`src/rtl/lms_pkg.sv`:
```
`default_nettype none
// ---------------------------------------------------------------------------
// lms_pkg - shared types and script table of the lift macro sequencer
// Item, state and register types, command codes and the fixed macro scripts.
// ---------------------------------------------------------------------------
package lms_pkg;

	localparam int unsigned STEPS_MAX = 3;
	localparam logic [14:0] ELAPSED_MAX = 15'h7FFF;

	typedef enum logic [2:0] {
		KIND_TICK         = 3'd0,
		KIND_START        = 3'd1,
		KIND_CANCEL       = 3'd2,
		KIND_MANUAL       = 3'd3,
		KIND_SET_PIVOT    = 3'd4,
		KIND_TOGGLE_PIVOT = 3'd5,
		KIND_SET_CLAW     = 3'd6,
		KIND_TOGGLE_CLAW  = 3'd7
	} kind_t;

	localparam logic [3:0] MAC_NONE        = 4'd0;
	localparam logic [3:0] MAC_INTAKE      = 4'd1;
	localparam logic [3:0] MAC_MATCHLOAD   = 4'd2;
	localparam logic [3:0] MAC_RAISE       = 4'd3;
	localparam logic [3:0] MAC_LOWER       = 4'd4;
	localparam logic [3:0] MAC_RAISE_FULL  = 4'd5;
	localparam logic [3:0] MAC_LOWER_FULL  = 4'd6;
	localparam logic [3:0] MAC_RAISE_CLEAR = 4'd7;
	localparam logic [3:0] MAC_LOWER_CLEAR = 4'd8;

	typedef enum logic [2:0] {
		REG_RAISE_DRIVE    = 3'd0,
		REG_LOWER_DRIVE    = 3'd1,
		REG_HOLD_DRIVE     = 3'd2,
		REG_CLEARANCE_TIME = 3'd3,
		REG_VALVE_DELAY    = 3'd4,
		REG_FULL_MOVE_TIME = 3'd5,
		REG_PIVOT_INTAKE   = 3'd6,
		REG_PIVOT_HOME     = 3'd7
	} cfg_idx_t;

	typedef enum logic [1:0] {
		ACT_MOVE  = 2'd0,
		ACT_PIVOT = 2'd1,
		ACT_CLAW  = 2'd2
	} act_t;

	typedef enum logic [2:0] {
		VAL_RAISE  = 3'd0,
		VAL_LOWER  = 3'd1,
		VAL_INTAKE = 3'd2,
		VAL_HOME   = 3'd3,
		VAL_OPEN   = 3'd4,
		VAL_SHUT   = 3'd5
	} val_t;

	typedef enum logic [2:0] {
		DUR_CLEAR  = 3'd0,
		DUR_VALVE  = 3'd1,
		DUR_FULL   = 3'd2,
		DUR_FULL2  = 3'd3,
		DUR_CLEAR2 = 3'd4
	} dur_t;

	typedef struct packed {
		act_t act;
		val_t val;
		dur_t dur;
	} step_t;

	typedef struct packed {
		kind_t             kind;
		logic [3:0]        macro;
		logic signed [7:0] power;
		logic              level;
	} item_t;

	typedef struct packed {
		logic [6:0]        raise_drive;
		logic signed [7:0] lower_drive;
		logic [6:0]        hold_drive;
		logic [13:0]       clearance_time;
		logic [13:0]       valve_delay;
		logic [13:0]       full_move_time;
		logic              pivot_intake_level;
		logic              pivot_home_level;
	} cfg_t;

	typedef struct packed {
		logic [3:0]        active_macro;
		logic [1:0]        step_number;
		logic              step_begun;
		logic [14:0]       elapsed_ms;
		logic signed [7:0] motor_drive;
		logic              pivot_level;
		logic              claw_level;
	} state_t;

	localparam cfg_t CFG_RESET = '{
		raise_drive:        7'd127,
		lower_drive:        -8'sd127,
		hold_drive:         7'd10,
		clearance_time:     14'd200,
		valve_delay:        14'd150,
		full_move_time:     14'd600,
		pivot_intake_level: 1'b1,
		pivot_home_level:   1'b0
	};

	function automatic logic [1:0] script_len(input logic [3:0] m);
		logic [1:0] n;
		case (m)
			MAC_INTAKE, MAC_MATCHLOAD, MAC_RAISE: n = 2'd3;
			MAC_LOWER: n = 2'd2;
			MAC_RAISE_FULL, MAC_LOWER_FULL, MAC_RAISE_CLEAR, MAC_LOWER_CLEAR: n = 2'd1;
			default: n = 2'd0;
		endcase
		return n;
	endfunction

	function automatic step_t script_step(input logic [3:0] m, input logic [1:0] idx);
		step_t s;
		s = '{act: ACT_MOVE, val: VAL_RAISE, dur: DUR_CLEAR};
		case (m)
			MAC_INTAKE, MAC_MATCHLOAD: begin
				case (idx)
					2'd0: s = '{act: ACT_MOVE, val: VAL_RAISE, dur: DUR_CLEAR};
					2'd1: s = '{act: ACT_PIVOT,
						val: (m == MAC_INTAKE) ? VAL_INTAKE : VAL_HOME, dur: DUR_VALVE};
					default: s = '{act: ACT_CLAW, val: VAL_OPEN, dur: DUR_VALVE};
				endcase
			end
			MAC_RAISE: begin
				case (idx)
					2'd0: s = '{act: ACT_CLAW, val: VAL_SHUT, dur: DUR_VALVE};
					2'd1: s = '{act: ACT_PIVOT, val: VAL_HOME, dur: DUR_VALVE};
					default: s = '{act: ACT_MOVE, val: VAL_RAISE, dur: DUR_FULL};
				endcase
			end
			MAC_LOWER: begin
				case (idx)
					2'd0: s = '{act: ACT_PIVOT, val: VAL_HOME, dur: DUR_VALVE};
					default: s = '{act: ACT_MOVE, val: VAL_LOWER, dur: DUR_FULL2};
				endcase
			end
			MAC_RAISE_FULL:  s = '{act: ACT_MOVE, val: VAL_RAISE, dur: DUR_FULL};
			MAC_LOWER_FULL:  s = '{act: ACT_MOVE, val: VAL_LOWER, dur: DUR_FULL2};
			MAC_RAISE_CLEAR: s = '{act: ACT_MOVE, val: VAL_RAISE, dur: DUR_CLEAR};
			MAC_LOWER_CLEAR: s = '{act: ACT_MOVE, val: VAL_LOWER, dur: DUR_CLEAR2};
			default: s = '{act: ACT_MOVE, val: VAL_RAISE, dur: DUR_CLEAR};
		endcase
		return s;
	endfunction

endpackage
`default_nettype wire

```
`src/rtl/lms_step.sv`:
```
`default_nettype none
// ---------------------------------------------------------------------------
// lms_step - next-state logic of the lift macro sequencer
// Applies one request to the sequencer state: tick, macro start, cancel,
// manual drive or valve command.
// ---------------------------------------------------------------------------
module lms_step import lms_pkg::*; (
	input  wire cfg_t   cfg,
	input  wire state_t cur,
	input  wire item_t  item,
	output state_t      nxt
);

	function automatic logic [14:0] dur_ms(input dur_t d, input cfg_t c);
		logic [14:0] v;
		case (d)
			DUR_CLEAR: v = {1'b0, c.clearance_time};
			DUR_VALVE: v = {1'b0, c.valve_delay};
			DUR_FULL:  v = {1'b0, c.full_move_time};
			DUR_FULL2: v = {c.full_move_time, 1'b0};
			default:   v = {c.clearance_time, 1'b0};
		endcase
		return v;
	endfunction

	always_comb begin
		state_t s;
		step_t  stp;
		logic   done;
		logic   was_busy;
		s = cur;
		done = 1'b0;
		stp = script_step(MAC_NONE, 2'd0);
		was_busy = cur.active_macro != MAC_NONE;
		case (item.kind)
			KIND_TICK: begin
				if (s.step_begun && s.elapsed_ms != ELAPSED_MAX)
					s.elapsed_ms = s.elapsed_ms + 15'd1;
				// up to STEPS_MAX steps complete per pass; zero durations chain steps
				for (int i = 0; i < STEPS_MAX; i++) begin
					if (s.active_macro != MAC_NONE && !done) begin
						if (s.step_number >= script_len(s.active_macro)) begin
							s.active_macro = MAC_NONE;
							s.step_number = 2'd0;
							s.step_begun = 1'b0;
							done = 1'b1;
						end else begin
							stp = script_step(s.active_macro, s.step_number);
							if (!s.step_begun) begin
								case (stp.act)
									ACT_MOVE: s.motor_drive = (stp.val == VAL_RAISE) ?
										{1'b0, cfg.raise_drive} : cfg.lower_drive;
									ACT_PIVOT: s.pivot_level = (stp.val == VAL_INTAKE) ?
										cfg.pivot_intake_level : cfg.pivot_home_level;
									default: s.claw_level = stp.val == VAL_OPEN;
								endcase
								s.elapsed_ms = '0;
								s.step_begun = 1'b1;
							end
							if (s.elapsed_ms < dur_ms(stp.dur, cfg)) begin
								done = 1'b1;
							end else begin
								if (stp.act == ACT_MOVE)
									s.motor_drive = (s.motor_drive > 8'sd0) ?
										{1'b0, cfg.hold_drive} : 8'sd0;
								s.step_number = s.step_number + 2'd1;
								s.step_begun = 1'b0;
								if (s.step_number >= script_len(s.active_macro)) begin
									s.active_macro = MAC_NONE;
									s.step_number = 2'd0;
									done = 1'b1;
								end
							end
						end
					end
				end
			end
			KIND_START: begin
				if (item.macro == MAC_NONE && was_busy)
					s.motor_drive = 8'sd0;
				// unknown codes leave the sequencer idle
				s.active_macro = (script_len(item.macro) != 2'd0) ? item.macro : MAC_NONE;
				s.step_number = 2'd0;
				s.step_begun = 1'b0;
			end
			KIND_CANCEL: begin
				if (was_busy)
					s.motor_drive = 8'sd0;
				s.active_macro = MAC_NONE;
				s.step_number = 2'd0;
				s.step_begun = 1'b0;
			end
			KIND_MANUAL: begin
				if (item.power != 8'sd0) begin
					s.active_macro = MAC_NONE;
					s.step_number = 2'd0;
					s.step_begun = 1'b0;
					s.motor_drive = item.power;
				end else if (!was_busy) begin
					s.motor_drive = 8'sd0;
				end
			end
			KIND_SET_PIVOT:    s.pivot_level = item.level;
			KIND_TOGGLE_PIVOT: s.pivot_level = ~s.pivot_level;
			KIND_SET_CLAW:     s.claw_level = item.level;
			KIND_TOGGLE_CLAW:  s.claw_level = ~s.claw_level;
			default: s = cur;
		endcase
		nxt = s;
	end

endmodule
`default_nettype wire

```
`src/rtl/lift_macro_sequencer.sv`:
```
`default_nettype none
// ---------------------------------------------------------------------------
// lift_macro_sequencer - timed actuator sequencer for lift motor and valves
// Runs fixed macro scripts of move, pivot and claw steps timed by 1 ms ticks;
// every request returns one status result.
// ---------------------------------------------------------------------------
//  channel   dir  handshake           payload
//  s_*       in   s_tvalid/s_tready   tuser: kind; tdata: macro, power, level
//  m_*       out  m_tvalid/m_tready   tdata: motor_power, pivot, claw, busy
//  cfg_*     in   cfg_we              cfg_index, cfg_wdata
//
//  One request per cycle sustained while m_tready is high: an input
//  register, one pass of next-state logic, then the result register.
//  Zero-duration steps chain inside that one pass (up to three steps).
//  Reset clears the sequencer state and loads the register defaults.
//  A stalled result holds; one more request is taken into the input register.
// ---------------------------------------------------------------------------
module lift_macro_sequencer import lms_pkg::*; (
	input  wire         clk,
	input  wire         arst_n,
	input  wire         s_tvalid,
	output logic        s_tready,
	input  wire  [15:0] s_tdata,   // [3:0] macro, [11:4] power, [12] level, [15:13] zero
	input  wire  [2:0]  s_tuser,   // [2:0] kind
	output logic        m_tvalid,
	input  wire         m_tready,
	output logic [15:0] m_tdata,   // [7:0] motor_power, [8] pivot_out, [9] claw_out,
	                               // [10] busy_res, [15:11] zero
	input  wire         cfg_we,
	input  wire  [2:0]  cfg_index,
	input  wire  [13:0] cfg_wdata
);

	logic        v_s1;
	item_t       item_s1;
	cfg_t        cfg_q;
	state_t      st_q;
	state_t      st_nxt;
	logic        out_v_q;
	logic [15:0] out_data_q;
	logic        adv;

	assign adv      = v_s1 && (!out_v_q || m_tready);
	assign s_tready = !v_s1 || adv;
	assign m_tvalid = out_v_q;
	assign m_tdata  = out_data_q;

	always_ff @(posedge clk or negedge arst_n) begin
		if (!arst_n) begin
			v_s1 <= 1'b0;
		end else if (s_tready) begin
			v_s1 <= s_tvalid;
		end
	end

	always_ff @(posedge clk) begin
		if (s_tvalid && s_tready) begin
			item_s1.kind  <= kind_t'(s_tuser);
			item_s1.macro <= s_tdata[3:0];
			item_s1.power <= s_tdata[11:4];
			item_s1.level <= s_tdata[12];
		end
	end

	always_ff @(posedge clk or negedge arst_n) begin
		if (!arst_n) begin
			cfg_q <= CFG_RESET;
		end else if (cfg_we) begin
			case (cfg_idx_t'(cfg_index))
				REG_RAISE_DRIVE:    cfg_q.raise_drive <= cfg_wdata[6:0];
				REG_LOWER_DRIVE:    cfg_q.lower_drive <= cfg_wdata[7:0];
				REG_HOLD_DRIVE:     cfg_q.hold_drive <= cfg_wdata[6:0];
				REG_CLEARANCE_TIME: cfg_q.clearance_time <= cfg_wdata;
				REG_VALVE_DELAY:    cfg_q.valve_delay <= cfg_wdata;
				REG_FULL_MOVE_TIME: cfg_q.full_move_time <= cfg_wdata;
				REG_PIVOT_INTAKE:   cfg_q.pivot_intake_level <= cfg_wdata[0];
				REG_PIVOT_HOME:     cfg_q.pivot_home_level <= cfg_wdata[0];
				default: cfg_q <= cfg_q;
			endcase
		end
	end

	lms_step u_step (
		.cfg  (cfg_q),
		.cur  (st_q),
		.item (item_s1),
		.nxt  (st_nxt)
	);

	always_ff @(posedge clk or negedge arst_n) begin
		if (!arst_n) begin
			st_q    <= '0;
			out_v_q <= 1'b0;
		end else begin
			if (adv)
				st_q <= st_nxt;
			if (adv)
				out_v_q <= 1'b1;
			else if (m_tready)
				out_v_q <= 1'b0;
		end
	end

	always_ff @(posedge clk) begin
		if (adv)
			out_data_q <= {5'b0, st_nxt.active_macro != MAC_NONE, st_nxt.claw_level,
				st_nxt.pivot_level, st_nxt.motor_drive};
	end

`ifndef SYNTHESIS
	a_idle_clean: assert property (@(posedge clk) disable iff (!arst_n)
		st_q.active_macro == MAC_NONE |-> !st_q.step_begun && st_q.step_number == 2'd0)
		else $error("idle sequencer holds step state");

	a_step_range: assert property (@(posedge clk) disable iff (!arst_n)
		st_q.active_macro != MAC_NONE |-> st_q.step_number < script_len(st_q.active_macro))
		else $error("step number beyond script length");

	a_busy_match: assert property (@(posedge clk) disable iff (!arst_n)
		adv |=> out_data_q[10] == (st_q.active_macro != MAC_NONE))
		else $error("busy flag does not match state");

	a_adv_result: assert property (@(posedge clk) disable iff (!arst_n)
		adv |=> out_v_q)
		else $error("processed request produced no result");

	a_stall_state: assert property (@(posedge clk) disable iff (!arst_n)
		!adv |=> $stable(st_q))
		else $error("state changed without a request");
`endif

endmodule
`default_nettype wire
```
`config.mk`:
```
export PLATFORM = sky130hd
export DESIGN_NAME = lift_macro_sequencer
export DESIGN_NICKNAME = d
export VERILOG_FILES = /design/src/rtl/lms_pkg.sv /design/src/rtl/lms_step.sv /design/src/rtl/lift_macro_sequencer.sv
export SDC_FILE = /design/constraint.sdc
export NUM_CORES = 1
export LEC_CHECK = 0
export ABC_AREA = 1
export BUFFER_PORTS_ARGS = -buffer_cell sky130_fd_sc_hd__buf_2
export CORE_ASPECT_RATIO = 1.25
export CORE_UTILIZATION = 55
export CTS_CLUSTER_SIZE = 12
export DETAILED_ROUTE_END_ITERATION = 6
export PLACE_DENSITY = 0.76
export SLEW_MARGIN = 15
export SYNTH_ARGS = -nofsm -noshare
export SYNTH_HDL_FRONTEND = slang
export SYNTH_SLANG_ARGS = --single-unit
```
`constraint.sdc`:
```
create_clock -name clk -period 9.1 [get_ports clk]
set_input_delay 0.455 -clock clk [delete_from_list [all_inputs] [get_ports clk]]
set_output_delay 0.455 -clock clk [all_outputs]
set_load 0.1 [all_outputs]
```
# Word-level counts from Yosys, hierarchy flattened
# Memory sizes are Yosys's and may differ from the RTL's. A register that Yosys moved wholly into a read port is not among the register bits.
# Cells that the tools add are included.
# W data, S select, Z words.
dict set report classes {
  eq_ne 58
  n_mux 132
  reduce_logical 51
  addsub 4
  bitwise_logic 2
  n_lt_le_gt_ge 12
}
# cell count
set ops {}
lappend ops {{$mux W26} 9}
lappend ops {{$mux W8} 25}
lappend ops {{$pmux W15 S4} 3}
lappend ops {{$mux W32} 5}
lappend ops {{$mux W15} 10}
lappend ops {{$mux W25} 6}
lappend ops {{$pmux W8 S6} 3}
lappend ops {{$pmux W8 S2} 6}
lappend ops {{$mux W7} 13}
lappend ops {{$lt A15 B15 Y1} 3}
lappend ops {{$eq A3 B2 Y1 const B} 13}
lappend ops {{$mux W2} 19}
lappend ops {{$eq A4 B3 Y1 const B} 9}
lappend ops {{$eq A3 B3 Y1 const B} 11}
lappend ops {{$pmux W8 S4} 1}
lappend ops {{$pmux W7 S4} 1}
lappend ops {{$eq A4 B2 Y1 const B} 6}
lappend ops {{$gt A8 B1 Y1 const B} 3}
lappend ops {{$logic_not A3 Y1} 8}
lappend ops {{$mux W1} 24}
lappend ops {{$reduce_bool A4 Y1} 5}
lappend ops {{$mux W6} 3}
lappend ops {{$reduce_and A2 Y1} 9}
lappend ops {{$add A15 B1 Y15 const B} 1}
lappend ops {{other kinds (20)} 63}
dict set report word_totals {
  ff_bits 127
  rom_bits 224
  n_memories 7
  out_inout_bits 18
  wordCells 288
}
# memory words word_bits read_ports rd_clocked_by_memory_dff write_ports line
set memory_table {}
lappend memory_table {{(no name shown)} 16 2 1 0 0 lms_pkg.sv:113} ;# case (m)
lappend memory_table {{(no name shown)} 16 2 1 0 0 lms_pkg.sv:113}
lappend memory_table {{(no name shown)} 16 2 1 0 0 lms_pkg.sv:113}
lappend memory_table {{(no name shown)} 16 2 1 0 0 lms_pkg.sv:113}
lappend memory_table {{(no name shown)} 16 2 1 0 0 lms_pkg.sv:113}
lappend memory_table {{(no name shown)} 16 2 1 0 0 lms_pkg.sv:113}
lappend memory_table {{+1 memories} n/a n/a n/a n/a n/a n/a}

# Logic depth before layout (Yosys ltp)
# Gate-level depths: netlist of the first run.
dict set report logic_depth {
  word_depth 78
  mapped_depth 93
  mapped_depth_nobuf 91
}

# Cells and area by module
# From an unflattened synthesis of the first run, not the netlist that was laid out.
dict set report hier_totals {
  cells_unflattened 1715
  area_unflattened_um2 11322.1
}
# mod seq_area_each_um2 instances area_per_inst_um2 cells_each
set modules_own_cells {}
lappend modules_own_cells {lms_step 0.0 1 6492.5 1232}
lappend modules_own_cells {lift_macro_sequencer 3342.0 1 4829.6 483}

# Worst setup path after synthesis of the first run
# OpenSTA, ideal clock, no wires.
dict set report synth_path {
  path_kind {register to register}
  startpoint {reg st_q[26] (netlist bit)}
  endpoint {reg out_data_q[0], in the netlist m_tdata[0], data pin}
  required_ps 8833
  arrival_time_ps 9645
  n_path_buf 5
  stages_incl_launch_ff 68
  setup_slack_ps -812
  synth_period_minus_slack_ps 9912
  cell_sequence {dfrtp_1 > inv_1 > ha_1 > inv_1 > nor2_1 > nor2_2 > nor2_4 > inv_2 > nor3_1 > inv_1 > o21ai_0 > o21ai_0 > ha_1 > nand2_1 > inv_1 > nand3_1 > a31oi_1 > a2111oi_0 > [32 not listed] > inv_1 > nand2_1 > nor2_1 > inv_1 > clkbuf_1 > o221ai_1 > o22ai_1 > ha_1 > a21oi_1 > nor2_1 > a211oi_1 > o221a_2 > nand2_2 > buf_6 > nand3_1 > nand3_1 > nand2_1 > a21boi_1}
}
# element line
set synth_lines {}
lappend synth_lines {{start, declared} lift_macro_sequencer.sv:37} ;# state_t st_q;
lappend synth_lines {{start signal, assigned} lift_macro_sequencer.sv:96} ;# st_q <= st_nxt;
lappend synth_lines {{end signal, assigned} lift_macro_sequencer.sv:106} ;# out_data_q <= {5'b0, st_nxt.active_macro != MAC_NONE, st_nxt.claw_level,
lappend synth_lines {{end, declared} lift_macro_sequencer.sv:40} ;# logic [15:0] out_data_q;

==> summary.md, run 1 <==
| Metric | Value |
|---|---|
| Clk pin slew, worst setup/hold paths | 0.09 ns |
| Skew-Pair Late Insertion Delay | 0.45 ns |
| RSZ-0062 raised after global routing | yes |
| CTS tree | yes |
| Tot GR Track Use | 0.414 |
| Crit path capture type | flop |
| P_leak | 7.40 nW |
| Max-slew violations | 0 |
| Share of cells above drive strength 1 | 0.348 |
| Gate power share | 0.678 |
| YS warnings | 0 |
| Layout filler cell count | 1260 |
| Avg WL per Cell | 20.4 um |
| VDD IR max | 190 uV |
| Total grt overflow | 0 |
| Most common cell after layout, fill and taps aside | nand2_1 |
| Row count | 57 |
| Post-synth top area cell | dfrtp_1 |
| Total Power | 4.87 mW |
| Failing checks | design-rule violations, negative setup slack |
| Least-Margin Pin Slew | 1.02 ns |
| Run status | complete, but fails checks |
| Placeable Area | 19500 sq um |
| Ys async rst share | 0.775 |
| Critical Path AT | 10.65 ns |
| Delay-heaviest family, CP | simple AND/OR/NAND/NOR gates |
| Crit Path Max Fanout | 8 |
| Tcrit/Tclk final | 1.14 |
| IO Port Bufs | 50 |
| Iter 0 DRT Violations | 1502 |
| Largest net degree at the start of global routing | 76 |
| Max-cap viol count | 0 |
| Critical Path Source Type | flop |
| Global placer's final weighted congestion | 1.07 |
| Hold Vio Cnt, Final | 0 |
| Internal power | 2.36 mW |
| First-pass GRT wire length | 65.3 mm |
| Area Overhead vs Synth | 45.1% |
| Avg Cell Area, Syn | 6.89 sq um |
| Crit path setup slack, layout | -1.28 ns |
| Synth Flop Type | dfrtp_1 |
| Worst path max stage delay | 0.45 ns |
| #FFs+latches synth | 129 |
| IO Pins | 59 |
| CP bufs+invs | 19 |
| Sw Ratio | 0.516 |
| Yosys cell types | 61 |
| Min cycle time layout | 10.38 ns |
| Depth of the CTS H-tree | 4 |
| Max Root-Sink Buffers | 2 |
| Critical path class | reg2reg |
| Post-synth top area share | 0.176 |
| Antenna cell count | 0 |
| Seq/Total Area, Yosys | 0.309 |
| Drt total wl | 45.5 mm |
| Initial core utilization | 0.561 |
| Slew headroom | 0.313 |
| CTS Sinks | 129 |
| Vias/cell | 6.15 |
| Die area | 20400 sq um |
| Cts bufs inserted | 17 |
| Vias in the first global route | 13.0k |
| Most frequent cells in the layout | 347 x nand2_1, 269 x buf_4, 150 x inv_1 |
| Cell area power density | 307 nW/um^2 |
| Initial antenna violation count | 1 |
| Reg power frac | 0.171 |
| Synthesized instance count | 1586 |
| DRT Pass-1 Iters | 7 |
| Vias after detailed routing | 13.7k |
| Switching power | 2.51 mW |
| DRT antenna net count | 0 |
| CP most frequent cell | nand2_1 |
| Final Skew | 0.0265 ns |
| Chip height | 160 um |
| Dominant cells by area after synthesis | dfrtp_1 18%, nand2_1 13%, o21ai_0 8.1% |
| Number of synthesized flops with an enable pin | 27 |
| Nets@finish | 2064 |
| Required time worst endpoint | 9.37 ns |
| Post-route DRC violation count | 41 |
| Hpwl dp | 29.6 mm |
| Storage element area | 3380 sq um |
| CP max-delay cell | dfrtp_1 |
| Fmax achieved | 0.0963 GHz |
| Hold WC Path Type | in2reg |
| Clock tree root buffer cell | clkbuf_16 |
| Multi-input logic area | 7920 sq um |
| Die width | 128 um |
| Pre-CTS WS | -1.21 ns |
| Clk pwr share | 0.151 |
| Finish-stage setup viols | 28 |
| Synth Cell Area | 10900 sq um |
==> power by group through the flow <==
stage	combinational [mW]	sequential, mW	clock (mW)
after floorplan	1.57	0.893	0
after global placement	2.53	0.822	0
after detailed placement	2.58	0.824	0
after CTS	2.83	0.819	0.724
after global routing	3.50	0.840	0.754
final	3.30	0.831	0.735
==> cells in the mapped netlist (11+ instances only) <==
| library cell | instances |
|---|---|
| a21oi_1 | 60 |
| a221oi_1 | 18 |
| clkbuf_1 | 39 |
| dfrtp_1 | 77 |
| dfstp_2 | 23 |
| edfxtp_1 | 27 |
| ha_1 | 69 |
| inv_1 | 177 |
| inv_2 | 14 |
| nand2_1 | 376 |
| nand2_2 | 15 |
| nand3_1 | 75 |
| nand3_2 | 11 |
| nor2_1 | 180 |
| nor3_1 | 31 |
| o21ai_0 | 177 |
| o21ai_1 | 17 |
| o22ai_1 | 32 |
| xor2_1 | 12 |
==> final cells by class <==
type                       instances  area share
clock buffer                      18      0.0277
clock inverter                    14      0.0103
inverter                         202      0.0519
multi-input combinational       1246       0.500
sequential                       129       0.213
tap                              265      0.0209
timing repair buffer             355       0.175
timing repair inverter             3     0.00142
==> kinds of logic after synthesis <==
| kind of cell | share of synthesized area |
|---|---|
| AO/OA/AOI/OAI | 0.212 |
| XOR/XNOR | 0.0104 |
| adder cells (fa/ha/maj) | 0.0790 |
| buffers and inverters | 0.0908 |
| flip-flops | 0.309 |
| multiplexers | 0.00183 |
| other | 0.000343 |
| AND/OR/NAND/NOR | 0.296 |
==> routing by layer <==
layer  GRT usage  wire length [um]  vias to the layer above  part of all wire
met4       0.321              4300                        0             0.094
met1       0.425             15400                     6355              0.34
met5           0                 0                        -                 0
met3      0.0948              4150                      383             0.091
li1            -                 -                     6059                 -
met2       0.718             21700                      937              0.48
==> registers in the layout, summed over array words and instances (netlist names), named ones only <==
register  count
item_s1      16
cfg_q        66
st_q         32
m_tvalid      1
m_tdata      11
v_s1          1
==> worst paths after layout <==
kind                       slack (ns)   startpoint  cells past startpoint    endpoint
setup / recovery                -1.28     st_q[26]                     78  m_tdata[7]
hold / removal                   0.20  s_tdata[12]                      1  item_s1[0]
setup reg to reg                -1.28     st_q[26]                     78  m_tdata[7]
hold reg to reg                  0.49    cfg_q[43]                      2   cfg_q[43]
max in group asynchronous        7.31       arst_n                      3   cfg_q[35]
min in group asynchronous        0.48       arst_n                      2    st_q[27]
==> stage by stage <==
stage          setup TNS [ns]  cell area (sq um)  cells  hold WS, ns  utilization
2_1_floorplan               0              11100   1627        0.159            -
3_3_place_gp           -22.15              13300   2131        0.392        0.683
3_5_place_dp           -28.29              13300   2131        0.400        0.683
4_1_cts                 -3.94              15000   2202        0.196        0.769
5_1_grt                -39.50              15900   2232        0.196        0.814
6_report               -28.77              15900   2232        0.195        0.814
==> what timing repair did <==
action | in CTS | in global routing
buffers inserted | 36 | 30
hold buffers | 1 | 0
gates cloned | 3 | 1
endpoints found under the setup margin | 25 | 28
pin swaps | 54 | 96
gates resized for setup | 203 | 137
hold endpoints to repair | 25 | 0
No activity file was read; power rests on OpenSTA's default activity.
==> run 2: changes to the inputs <==
--- a/config.mk
+++ b/config.mk
@@ -11,7 +11,7 @@
 export CORE_UTILIZATION = 55
 export CTS_CLUSTER_SIZE = 12
 export DETAILED_ROUTE_END_ITERATION = 6
-export PLACE_DENSITY = 0.76
+export PLACE_DENSITY = 0.72
 export SLEW_MARGIN = 15
 export SYNTH_ARGS = -nofsm -noshare
 export SYNTH_HDL_FRONTEND = slang
==> constraint.sdc (replaced) <==
create_clock -name clk -period 10.2 [get_ports clk]
set_input_delay 0.51 -clock clk [delete_from_list [all_inputs] [get_ports clk]]
set_output_delay 0.51 -clock clk [all_outputs]
set_load 0.1 [all_outputs]
==> summary.md, run 2 (same netlist as run 1, synthesis figures left out) <==
| Metric | Value |
|---|---|
| Run status | complete, but fails checks |
| Failing checks | negative hold slack |
| IO Port Bufs | 50 |
| Tcrit/Tclk final | 0.983 |
| Clk pwr share | 0.172 |
| Avg WL per Cell | 17.9 um |
| Finish-stage setup viols | 0 |
| Share of cells above drive strength 1 | 0.260 |
| Slew headroom | 0.383 |
| Die area | 20400 sq um |
| Min cycle time layout | 10.03 ns |
| Clk pin slew, worst setup/hold paths | 0.07 ns |
| Most frequent cells in the layout | 355 x nand2_1, 161 x nor2_1, 157 x inv_1 |
| Post-route DRC violation count | 0 |
| Crit Path Max Fanout | 5 |
| Vias in the first global route | 11.3k |
| DRT Pass-1 Iters | 7 |
| Final non-filler cell total | 2079 |
| Storage element area | 3380 sq um |
| CTS tree | yes |
| IO Pins | 59 |
| Max Root-Sink Buffers | 2 |
| Reg power frac | 0.198 |
| Layout filler cell count | 1639 |
| Area Overhead vs Synth | 27.8% |
| Vias/cell | 5.76 |
| Critical Path AT | 10.33 ns |
| Chip height | 160 um |
| Cts bufs inserted | 17 |
| Nets@finish | 1911 |
| Hold WC Path Type | in2async |
| Hpwl dp | 27.2 mm |
| Internal power | 1.83 mW |
| First-pass GRT wire length | 56.3 mm |
| VDD IR max | 173 uV |
| Critical Path Source Type | flop |
| Least-Margin Pin Slew | 0.925 ns |
| Multi-input logic area | 7390 sq um |
| Row count | 57 |
| Die width | 128 um |
| Antenna cell count | 0 |
| Initial antenna violation count | 0 |
| Switching power | 1.96 mW |
| Crit path capture type | flop |
| Initial core utilization | 0.561 |
| Hold Vio Cnt, Final | 1 |
| Worst path max stage delay | 0.40 ns |
| Iter 0 DRT Violations | 1008 |
| Vias after detailed routing | 12.0k |
| Fmax achieved | 0.0997 GHz |
| DRT antenna net count | 0 |
| Largest register FFs | 66 |
| Cell area power density | 272 nW/um^2 |
| Clock tree root buffer cell | clkbuf_16 |
| CTS Sinks | 129 |
| Gate power share | 0.630 |
| Global placer's final weighted congestion | 1.03 |
| Critical path class | reg2reg |
| Skew-Pair Late Insertion Delay | 0.44 ns |
| Depth of the CTS H-tree | 4 |
| Drt total wl | 37.3 mm |
| Most common cell after layout, fill and taps aside | nand2_1 |
| Placeable Area | 19500 sq um |
| Placed insts | 2028 |
| Most flops, register | cfg_q |
| Required time worst endpoint | 10.51 ns |
| Largest net degree at the start of global routing | 74 |
| CP max-delay cell | dfrtp_1 |
| P_leak | 6.53 nW |
| Max-slew violations | 0 |
| Total grt overflow | 0 |
| Final Skew | 0.0136 ns |
| Max-cap viol count | 0 |
| RSZ-0062 raised after global routing | yes |
| Tot GR Track Use | 0.353 |
| Sw Ratio | 0.517 |
| Flop2flop setup slack | 0.17 ns |
| Final hold slack | -0.00261 ns |
| Regs by FF count | cfg_q x66, st_q x32, item_s1 x16 |
run 2: cell count changes in the layout (fill, tap and decap cells not counted), moves of 7 or more:
cell	delta
nor2_1	+12
nand2_1	+8
buf_6	-17
ha_4	-9
buf_4	-124
inv_1	+7
buf_12	-8
run 2: worst paths after layout:
path	startpoint	to	cells after the start
max	st_q[27]	st_q[27]	71
min	arst_n	st_q[26]	1
min in group clk	s_tdata[11]	item_s1[8]	1
min reg2reg	cfg_q[20]	cfg_q[20]	2
max in group asynchronous	arst_n	cfg_q[41]	2
max reg2reg	st_q[27]	st_q[27]	71
run 2: routing by layer:
layer,vias up,GRT usage,part of all wire
met5,-,0,0
met4,0,0.215,0.064
met3,172,0.0487,0.050
met2,501,0.640,0.51
met1,5538,0.386,0.38
li1,5766,-,-
run 2: repair_timing:
action | 4_1_cts | 5_1_grt
setup buffers | 0 | 17
pin swaps | 1 | 75
resized for setup | 18 | 198
cloned | 0 | 2
hold buffers | 0 | 0
setup endpoints to repair | 24 | 26
run 2: worst max-delay path, delay by kind of cell, from the launching register on:
family	cells	cell delay (ns)
buffers and inverters	21	2.51
AND/OR/NAND/NOR	27	2.63
adder cells (fa/ha/maj)	6	1.38
AO/OA/AOI/OAI	17	2.97
flip-flops	1	0.40
run 2: area by class of cell:
class                   count  area share
repair inverters            1    0.000538
clock buffers              17      0.0305
repair buffers            204       0.104
inverters                 202      0.0564
well taps                 265      0.0237
multi-input cells        1246       0.529
clock inverters            15      0.0134
flip-flops and latches    129       0.242
run 2: power groups by stage:
stage          logic [mW]  clock network [mW]  registers [mW]
6_report             2.39               0.652           0.752
5_1_grt              2.60               0.673           0.761
4_1_cts              2.15               0.651           0.742
3_5_place_dp         2.13                   0           0.750
3_3_place_gp         2.09                   0           0.749
2_1_floorplan        1.40                   0           0.797
run 2: metrics by stage:
step | power (mW) | setup WS (ns) | util | setup TNS (ns) | instance area, sq um
after floorplan | 2.19 | 0.288 | - | 0 | 11100
after global placement | 2.84 | -0.284 | 0.640 | -5.15 | 12500
after global routing | 4.03 | -0.220 | 0.717 | -4.07 | 14000
after detailed placement | 2.88 | -0.481 | 0.640 | -9.09 | 12500
final | 3.80 | 0.175 | 0.717 | 0 | 14000
after CTS | 3.55 | 0.00253 | 0.673 | 0 | 13100
